File: config.mk
export PLATFORM = sky130hd
export DESIGN_NAME = decimal_to_roman_numeral
export DESIGN_NICKNAME = d
export VERILOG_FILES = /design/src/design/dtr_pkg.sv /design/src/design/dtr_datapath.sv /design/src/design/dtr_ctrl.sv /design/src/design/decimal_to_roman_numeral.sv
export SDC_FILE = /design/constraint.sdc
export NUM_CORES = 1
export LEC_CHECK = 0
export ABC_AREA = 1
export BUFFER_PORTS_ARGS = -buffer_cell sky130_fd_sc_hd__buf_2
export CAP_MARGIN = 20
export CELL_PAD_IN_SITES_DETAIL_PLACEMENT = 0
export CELL_PAD_IN_SITES_GLOBAL_PLACEMENT = 2
export CORE_ASPECT_RATIO = 1.2
export CORE_UTILIZATION = 30
export CTS_BUF_LIST = sky130_fd_sc_hd__clkbuf_2 sky130_fd_sc_hd__clkbuf_4 sky130_fd_sc_hd__clkbuf_8
export DETAILED_ROUTE_END_ITERATION = 16
export PLACE_DENSITY = 0.81
export SKIP_CTS_REPAIR_TIMING = 1
export SYNTH_ARGS = -nofsm -noshare
export SYNTH_HDL_FRONTEND = slang
export SYNTH_HIERARCHICAL = 1
export SYNTH_SLANG_ARGS = --single-unit
File: constraint.sdc
create_clock -name clk -period 4.1 [get_ports clk]
set_input_delay 0.82 -clock clk [delete_from_list [all_inputs] [get_ports clk]]
set_output_delay 0.82 -clock clk [all_outputs]
set_load 0.03 [all_outputs]
File: src/design/dtr_pkg.sv
// ----------------------------------------------------------------------------
// dtr_pkg
// Types, letter codes and the numeral symbol table for the Roman numeral
// converter.
// ----------------------------------------------------------------------------
package dtr_pkg;

  localparam int unsigned VALUE_W = 12;
  localparam int unsigned CHAR_W  = 8;
  localparam int unsigned SYM_N   = 13;
  localparam int unsigned SYM_W   = 4;

  localparam logic [CHAR_W-1:0] CH_NUL = 8'h00;
  localparam logic [CHAR_W-1:0] CH_I   = 8'h49;
  localparam logic [CHAR_W-1:0] CH_V   = 8'h56;
  localparam logic [CHAR_W-1:0] CH_X   = 8'h58;
  localparam logic [CHAR_W-1:0] CH_L   = 8'h4C;
  localparam logic [CHAR_W-1:0] CH_C   = 8'h43;
  localparam logic [CHAR_W-1:0] CH_D   = 8'h44;
  localparam logic [CHAR_W-1:0] CH_M   = 8'h4D;

  // One greedy symbol: its weight, first letter and optional second letter.
  typedef struct packed {
    logic [VALUE_W-1:0] weight;
    logic [CHAR_W-1:0]  first;
    logic [CHAR_W-1:0]  second;
    logic               pair;
  } sym_t;

  // Controller to datapath.
  typedef struct packed {
    logic load;
    logic step;
  } dtr_cmd_t;

  // Datapath to controller.
  typedef struct packed {
    logic out_free;
    logic step_last;
  } dtr_sts_t;

  // Symbols in descending weight; the subtractive pairs sit between.
  function automatic sym_t sym_lookup(input logic [SYM_W-1:0] idx);
    sym_t s;
    case (idx)
      4'd0:    s = '{12'd1000, CH_M, CH_NUL, 1'b0};
      4'd1:    s = '{12'd900,  CH_C, CH_M,   1'b1};
      4'd2:    s = '{12'd500,  CH_D, CH_NUL, 1'b0};
      4'd3:    s = '{12'd400,  CH_C, CH_D,   1'b1};
      4'd4:    s = '{12'd100,  CH_C, CH_NUL, 1'b0};
      4'd5:    s = '{12'd90,   CH_X, CH_C,   1'b1};
      4'd6:    s = '{12'd50,   CH_L, CH_NUL, 1'b0};
      4'd7:    s = '{12'd40,   CH_X, CH_L,   1'b1};
      4'd8:    s = '{12'd10,   CH_X, CH_NUL, 1'b0};
      4'd9:    s = '{12'd9,    CH_I, CH_X,   1'b1};
      4'd10:   s = '{12'd5,    CH_V, CH_NUL, 1'b0};
      4'd11:   s = '{12'd4,    CH_I, CH_V,   1'b1};
      default: s = '{12'd1,    CH_I, CH_NUL, 1'b0};
    endcase
    return s;
  endfunction

endpackage

File: src/design/dtr_datapath.sv
// ----------------------------------------------------------------------------
// dtr_datapath
// Remainder register, pending second letter and result output register.
// Each step emits one letter by greedy symbol selection.
// ----------------------------------------------------------------------------
module dtr_datapath (
  input  logic                         clk,
  input  logic                         rst,
  input  dtr_pkg::dtr_cmd_t            cmd,
  output dtr_pkg::dtr_sts_t            sts,
  input  logic [dtr_pkg::VALUE_W-1:0]  value,
  input  logic                         result_stall,
  output logic                         result_valid,
  output logic [dtr_pkg::CHAR_W-1:0]   character,
  output logic                         empty_res,
  output logic                         last
);
  import dtr_pkg::*;

  logic [VALUE_W-1:0] residual;
  logic [VALUE_W-1:0] residual_next;
  logic               pend_vld;
  logic               pend_vld_next;
  logic [CHAR_W-1:0]  pend_char;
  logic [CHAR_W-1:0]  pend_char_next;
  logic [SYM_W-1:0]   sym_idx;
  logic               sym_found;
  sym_t               sym_cand;
  sym_t               sym;
  logic [CHAR_W-1:0]  step_char;
  logic               step_empty;
  logic               step_last;

  // Largest symbol not above the remainder: independent compares, priority pick.
  always_comb begin
    sym_idx   = SYM_W'(SYM_N - 1);
    sym_found = 1'b0;
    sym_cand  = sym_lookup(SYM_W'(0));
    for (int i = 0; i < SYM_N; i++) begin
      sym_cand = sym_lookup(SYM_W'(i));
      if (!sym_found && residual >= sym_cand.weight) begin
        sym_found = 1'b1;
        sym_idx   = SYM_W'(i);
      end
    end
  end

  assign sym = sym_lookup(sym_idx);

  always_comb begin
    residual_next  = residual;
    pend_vld_next  = pend_vld;
    pend_char_next = pend_char;
    step_char      = CH_NUL;
    step_empty     = 1'b0;
    step_last      = 1'b0;
    if (pend_vld) begin
      step_char     = pend_char;
      step_last     = (residual == '0);
      pend_vld_next = 1'b0;
    end else if (residual == '0) begin
      // zero in: a single empty result
      step_empty = 1'b1;
      step_last  = 1'b1;
    end else begin
      residual_next = residual - sym.weight;
      step_char     = sym.first;
      if (sym.pair) begin
        pend_vld_next  = 1'b1;
        pend_char_next = sym.second;
      end else begin
        step_last = (residual_next == '0);
      end
    end
  end

  always_ff @(posedge clk) begin
    if (cmd.load) begin
      residual <= value;
    end else if (cmd.step) begin
      residual  <= residual_next;
      pend_char <= pend_char_next;
    end
    if (cmd.step) begin
      character <= step_char;
      empty_res <= step_empty;
      last      <= step_last;
    end
    if (rst) begin
      pend_vld     <= 1'b0;
      result_valid <= 1'b0;
    end else begin
      if (cmd.load) begin
        pend_vld <= 1'b0;
      end else if (cmd.step) begin
        pend_vld <= pend_vld_next;
      end
      if (cmd.step) begin
        result_valid <= 1'b1;
      end else if (!result_stall) begin
        result_valid <= 1'b0;
      end
    end
  end

  assign sts.out_free  = !result_valid || !result_stall;
  assign sts.step_last = step_last;

endmodule

File: src/design/dtr_ctrl.sv
// ----------------------------------------------------------------------------
// dtr_ctrl
// Controller: takes a value when idle, then steps the datapath once per free
// output slot until the final letter has been issued.
// ----------------------------------------------------------------------------
module dtr_ctrl (
  input  logic               clk,
  input  logic               rst,
  input  logic               value_valid,
  output logic               value_stall,
  output dtr_pkg::dtr_cmd_t  cmd,
  input  dtr_pkg::dtr_sts_t  sts
);
  import dtr_pkg::*;

  typedef enum logic {S_IDLE, S_CONV} state_t;

  state_t state;

  // held off in reset too, so nothing is taken that would be dropped
  assign value_stall = rst || (state != S_IDLE);
  assign cmd.load    = value_valid && !value_stall;
  assign cmd.step    = (state == S_CONV) && sts.out_free;

  always_ff @(posedge clk) begin
    if (rst) begin
      state <= S_IDLE;
    end else begin
      case (state)
        S_IDLE: begin
          if (cmd.load) begin
            state <= S_CONV;
          end
        end
        S_CONV: begin
          if (cmd.step && sts.step_last) begin
            state <= S_IDLE;
          end
        end
        default: begin
          state <= S_IDLE;
        end
      endcase
    end
  end

endmodule

File: src/design/decimal_to_roman_numeral.sv
// ----------------------------------------------------------------------------
// decimal_to_roman_numeral
// Converts a 12-bit unsigned value to its Roman numeral, one ASCII letter
// per output transaction, most significant letter first.
// ----------------------------------------------------------------------------
// A value is taken when value_valid is high and value_stall low; the block
// then issues the numeral's letters one per output transaction, with last
// set on the final letter. Zero gives one transaction with character 0 and
// both empty_res and last set. Values 4000 to 4095 carry on the same rule,
// so 4000 reads MMMM. An item is loaded first, then issues one letter per
// cycle while the output is not stalled; a numeral in the 0 to 3999 range
// has fifteen letters at most (3888 has fifteen letters).
// The letter rate is set by the single greedy step unit, which picks the
// largest symbol not above the remainder at each step; two-letter symbols
// such as CM or IV give their second letter from the pending register.
// The input is held off until the final letter has been issued, and a new
// value may be taken while that letter still waits in the output register.
// ----------------------------------------------------------------------------
module decimal_to_roman_numeral (
  input  logic                         clk,
  input  logic                         rst,
  input  logic                         value_valid,
  output logic                         value_stall,
  input  logic [dtr_pkg::VALUE_W-1:0]  value,
  output logic                         result_valid,
  input  logic                         result_stall,
  output logic [dtr_pkg::CHAR_W-1:0]   character,
  output logic                         empty_res,
  output logic                         last
);
  import dtr_pkg::*;

  // load: capture the value; step: issue the next letter into the output reg
  dtr_cmd_t cmd;
  // out_free: output register can take a letter; step_last: it will be final
  dtr_sts_t sts;

  dtr_ctrl u_ctrl (
    .clk         (clk),
    .rst         (rst),
    .value_valid (value_valid),
    .value_stall (value_stall),
    .cmd         (cmd),
    .sts         (sts)
  );

  dtr_datapath u_dp (
    .clk          (clk),
    .rst          (rst),
    .cmd          (cmd),
    .sts          (sts),
    .value        (value),
    .result_stall (result_stall),
    .result_valid (result_valid),
    .character    (character),
    .empty_res    (empty_res),
    .last         (last)
  );

endmodule

==> impl_results.md, run 1 <==
* Max-slew violation count at 0
* Layout cell share with drive strength beyond 1 at 27.0%
* CTS tree: done
* Relative slew slack at 59.7%
* CORE AREA at 8150 µm²
* Synth Register Bits at 29
* DPL Wire Length at 5.79 mm
* Result of the run: finished clean
* Post-synthesis async set-or-reset flop share at 0%
* Largest family of logic cells by synthesized area: simple AND/OR/NAND/NOR gates
* Adder-cell share of the synthesized area at 7.73%
* GR Util met1 at 18.0%
* Met3 GRT Util at 3.20%
* Largest net degree at the start of global routing at 26
* Tot GR Track Use at roughly 17%
* Area delta synth->final at 26.8%
* Fmax at 0.259 GHz
* Fill cells at 867
* Setup TNS at 0 ps
* Post-synthesis simple-gate area fraction at 37.1%
* WS Path Type: flip-flop to flip-flop
* H-tree depth at 2
* Worst-Skew Late Latency at approximately 280 ps
* Die width at 85.7 µm
* Die ar. at 8790 µm²
* Setup Viol. Count Final at 0
* Grt met2 use at 34.4%
* DR DRC count at 0
* Root Driver: clkbuf_8
* Final Core Density at 39.3%
* Final nets at 441
* Synth Instances at 357
* Register area share after synthesis at ~33%
* Grt ovf at 0
* Detailed Routing Iterations Pass 1 at 4
* CP Launch Point: u_dp/residual[10]
* N_diodes at 0
* Placed cells at just over 500
* Final worst slack at approximately 250 ps
* Clock tree sinks at 29
* Die span in y at 102 µm
* Post-synthesis compound-gate area fraction at 10.1%
* Synth Area per Inst at 7.07 µm²
* Routed vias/inst at 4.62
* Mux cell area share after synthesis at 0%
* Starting density of the core at 31.0%
* Number of synthesized flops with an enable pin at 26
* Startpoint Class: flip-flop
* Clk buf depth at 2
* Per-cell routed wire length at 13.3 µm
* DRC marker count from the first detailed-route iteration at 41
* # rows at 36
* Grt peak-use layer: met2
* Hold wc startpoint: u_ctrl/state
* XOR/XNOR share of the synthesized area at between 2 and 2.5%
* Final period utilization at 94.0%
* CP arrival at 4030 ps
* Worst min path class: flip-flop to flip-flop
* Number of port buffers at 25
* Via Count at around 2,400
* Antenna violations before repair at 0
* CP max FO at 7
* Final hold violation count at 0
* First-pass GRT wire length at 11.4 mm
* Tot Pwr at 3000 µW
* Leak Pwr at 0.00151 µW
* Reg-to-Reg Start: u_dp/residual[10]
* Num CTS Buffers at 5
* VDD IR-drop max at 0.000487 V
* Clock slew at reported path FFs at 70 ps
* Vias in the first global route at 2,458
* Max-cap violations at 0
* Post-DRT Antenna Nets at 0
* Post-synthesis cell type count at 31
* Clock period minus worst slack at 3850 ps
* Worst slack, placed at -110 ps
* Yosys warning count at 6
* Most frequent cells in the layout: 99 x nand2_1, 43 x inv_1, 34 x nor2_1
* Non-Filler Instances at 525
* IO Pins at 28
* Prevailing post-synth register cell: edfxtp_1
* Skew final at 6.28 ps
* Crit path required time at 4280 ps
* Commonest non-fill, non-tap cell in the layout: nand2_1
* Measured slew at the worst slew-check pin at 603 ps
* Crit end category: flip-flop
* Area of the mapped netlist at 2520 µm²
* PwrDens at 938 nW/µm²
* Final RePlAce weighted congestion at 0.890
* Routed WL at 6.96 mm
==> metal layers <==
metal / vias to the layer above / part of all wire [%]
met5: - / 0
met4: 0 / 2.4
met3: 10 / 1.7
met2: 33 / 53
met1: 1114 / 42
li1: 1268 / -
==> critical path, stage by stage, from the launching register on <==
cell	delay [ps]
edfxtp_1	470
nor2_4	230
nand3b_2	160
nor2_4	130
nand2_2	70
o21ai_2	130
buf_4	140
inv_2	50
nor2_4	210
buf_12	160
nor2_4	40
a21oi_2	110
a21oi_2	70
ha_1	330
a21oi_2	170
o21ai_2	100
buf_4	140
xor2_1	140
nor2_1	130
nand3_1	110
nor2_1	100
nand4_1	180
o21ai_2	210
nand2_1	70
nand3_1	60
nand2_1	50
==> final timing paths <==
check                       to  slack, ps  cells after the start
hold / removal    u_ctrl/state        500                      2
setup / recovery  u_ctrl/state        250                     25
setup reg to reg  u_ctrl/state        250                     25
hold reg to reg   u_ctrl/state        500                      2
==> logic make-up (layout without fill, tap and decap cells) <==
| group | after synthesis | in the layout |
|---|---|---|
| AO/OA/AOI/OAI | 47 | 47 |
| XOR/XNOR | 6 | 6 |
| buffers and inverters | 58 | 111 |
| other | 1 | 2 |
| flip-flops | 29 | 29 |
| AND/OR/NAND/NOR | 201 | 201 |
| adder cells (fa/ha/maj) | 15 | 15 |
==> synthesized netlist by cell type, drive strengths merged (4+ instances only) <==
cell type  instances  share of area [%]
o21ai             31                6.3
nand3             26                5.9
nand4             11                2.7
inv               51                7.8
ha                14                6.9
a21oi             13                3.0
nand2            108                 17
xor2               5                1.7
edfxtp            26                 31
buf                4                1.3
nor3               5               0.99
nor2              49                9.9
==> registers in the layout, indices dropped and copies added, names as in the netlist <==
register,cells
u_dp/pend_char,6
u_dp/character,6
u_dp/last,1
u_dp/result_valid,1
u_ctrl/state,1
u_dp/residual,12
u_dp/pend_vld,1
u_dp/empty_res,1
==> per-stage QoR <==
step	area, µm²	hold WS [ps]
final	3200	503
after global routing	3200	545
after CTS	3000	506
after detailed placement	2860	495
after global placement	2860	492
after floorplan	2530	468
==> layout make-up <==
| class | instances | area (µm²) | share of cell area (%) |
|---|---|---|---|
| Timing Repair Buffer | 52 | 344 | 10.7 |
| Sequential cell | 29 | 841 | 26.3 |
| Clock inverter | 3 | 65.1 | 2.03 |
| Clock buffer | 5 | 68.8 | 2.15 |
| Inverter | 51 | 196 | 6.14 |
| Multi-Input combinational cell | 271 | 1540 | 48.2 |
| Tap cell | 114 | 143 | 4.45 |
==> power by group <==
part | switching (µW) | internal, µW | total (µW)
sequential | 103 | 480 | 583
combinational | 1260 | 796 | 2060
clock | 118 | 241 | 360
Power figures use the tool's default switching activity.
==> run 2, diff against run 1 <==
BUFFER_PORTS_ARGS = -buffer_cell sky130_fd_sc_hd__buf_4   (was -buffer_cell sky130_fd_sc_hd__buf_2)
RECOVER_POWER = 50   (was unset)
==> impl_results.md, run 2 (synthesized netlist as in run 1, its figures left out) <==
* Number of port buffers at 25
* Antenna violations before repair at 0
* Reg-to-Reg Start: u_dp/residual[10]
* Met3 WL post-DR at 123 µm
* Routed WL at 7.05 mm
* Largest net degree at the start of global routing at 26
* PwrDens at between 900 and 1000 nW/µm²
* Hold wc startpoint: u_ctrl/state
* Clock share of power at 7.8%
* Via Count at 2,442
* Most frequent cells in the layout: 98 x nand2_1, 43 x inv_1, 36 x buf_4
* IO Pins at 28
* Clk buf depth at 2
* Final RePlAce weighted congestion at 0.854
* Max FFs per register at 12
* Sw Pwr at roughly 1500 µW
* Power Internal at roughly 1400 µW
* Setup Viol. Count Final at 0
* Sequential share of power at 20.0%
* Crit path required time at between 4000 and 5000 ps
* Die width at approximately 86 µm
* Starting density of the core at 31.0%
* Clock tree sinks at 29
* Tot Pwr at around 3000 µW
* Startpoint Class: flip-flop
* CP arrival at 4000 ps
* First-pass GRT wire length at 11.4 mm
* Max-slew violation count at 0
* Fmax at 0.262 GHz
* CTS tree: done
* Vias in the first global route at 2,379
* Combinational Power Share at 72.3%
* Final hold violation count at 0
* DRT met1 WL at roughly 3 mm
* Final nets at about 440
* H-tree depth at 2
* Sw Ratio at 51.6%
* Clock period minus worst slack at 3820 ps
* Skew final at about 4.9 ps
* Num CTS Buffers at 5
* Largest registers: u_dp/residual (12), u_dp/character (6), u_dp/pend_char (6)
* Per-cell routed wire length at 13.5 µm
* Result of the run: finished clean
* Crit end category: flip-flop
* Commonest non-fill, non-tap cell in the layout: nand2_1
* Tot GR Track Use at 17.0%
* Final period utilization at 93.1%
* WS Path Type: flip-flop to flip-flop
* VDD IR-drop max at about 0.00044 V
* N_diodes at 0
* Measured slew at the worst slew-check pin at 631 ps
* Grt ovf at 0
* Post-DRT Antenna Nets at 0
* Largest Register: u_dp/residual
* # rows at 36
* Met2 Routed Length at ~3.8 mm
* Routed vias/inst at 4.69
* DPL Wire Length at 5.77 mm
* Die span in y at 102 µm
* CP max FO at 4
* CORE AREA at ~8200 µm²
* Die ar. at 8790 µm²
* Leak Pwr at 0.00146 µW
* Area delta synth->final at 26.0%
* Highest metal used: met4
* Max-cap violations at 0
* Clock slew at reported path FFs at 70 ps
* Relative slew slack at between 50 and 60%
* DR DRC count at 0
* Worst min path class: flip-flop to flip-flop
* CP Launch Point: u_dp/residual[10]
* DRC marker count from the first detailed-route iteration at 77
* Detailed Routing Iterations Pass 1 at 4
* Root Driver: clkbuf_8
* Final Core Density at 39.0%
* Worst-Skew Late Latency at ~280 ps
* Layout cell share with drive strength beyond 1 at 26.8%
* Worst Hold Slack at 495 ps
==> run 2: cell count changes in the layout (fill, tap and decap cells not counted), moves of 2 or more <==
cell       delta
buf_2        -25
buf_4        +11
clkbuf_1      +9
nor2_2        +8
nor2_1        -7
bufinv_16     -2
ha_1          -2
ha_2          +2
==> run 2: layout make-up <==
cell class / instances / area (µm²)
fill: 906 / 4970
sequential: 29 / 841
multi-input combinational: 271 / 1580
tap: 114 / 143
clock buffer: 5 / 68.8
clock inverter: 3 / 17.5
inverter: 51 / 196
timing repair buffer: 48 / 334
==> run 2: worst paths after layout <==
kind | cells after the start | to | slack (ps)
hold reg to reg | 2 | u_ctrl/state | 490
setup / recovery | 24 | u_ctrl/state | 280
setup reg to reg | 24 | u_ctrl/state | 280
hold / removal | 2 | u_ctrl/state | 490
==> run 2: power groups by stage <==
stage               sequential [µW]  combinational, µW  clock [µW]
finish                          594               2150         231
CTS                             583               1770         239
global placement                588               1780           0
detailed placement              589               1770           0
floorplan                       592               1240           0
global route                    607               2410         248
==> run 2: per-stage QoR <==
step,instances,setup WS (ps),TNS [ps],area (µm²)
detailed placement,504,-111,-111,2920
global route,521,-42.9,-42.9,3180
CTS,512,-123,-132,3010
floorplan,358,458,0,2530
finish,521,283,0,3180
global placement,504,-80.8,-80.8,2920
==> run 2: worst max-delay path, cell delays in order (launching register included) <==
cell and delay, ps:
edfxtp_1 500, nor2_4 220, nand2_1 90, nor2_2 110
nand2_1 70, or2_2 290, nand4_1 130, inv_2 80
ha_4 220, nor2_2 120, a21oi_2 50, a21oi_2 200
ha_4 240, a21oi_4 140, o21ai_2 100, buf_4 140
xor2_1 150, nor2_1 140, nand3_1 110, nor2_1 100
nand4_1 160, o21ai_2 190, nand2_1 70, nand3_1 60
nand2_1 40
==> run 2: routing by layer <==
metal	vias up	global-route usage (%)
met5	-	0
met4	0	6.28
met3	10	2.40
li1	1254	-
met1	1145	19.4
met2	33	32.2
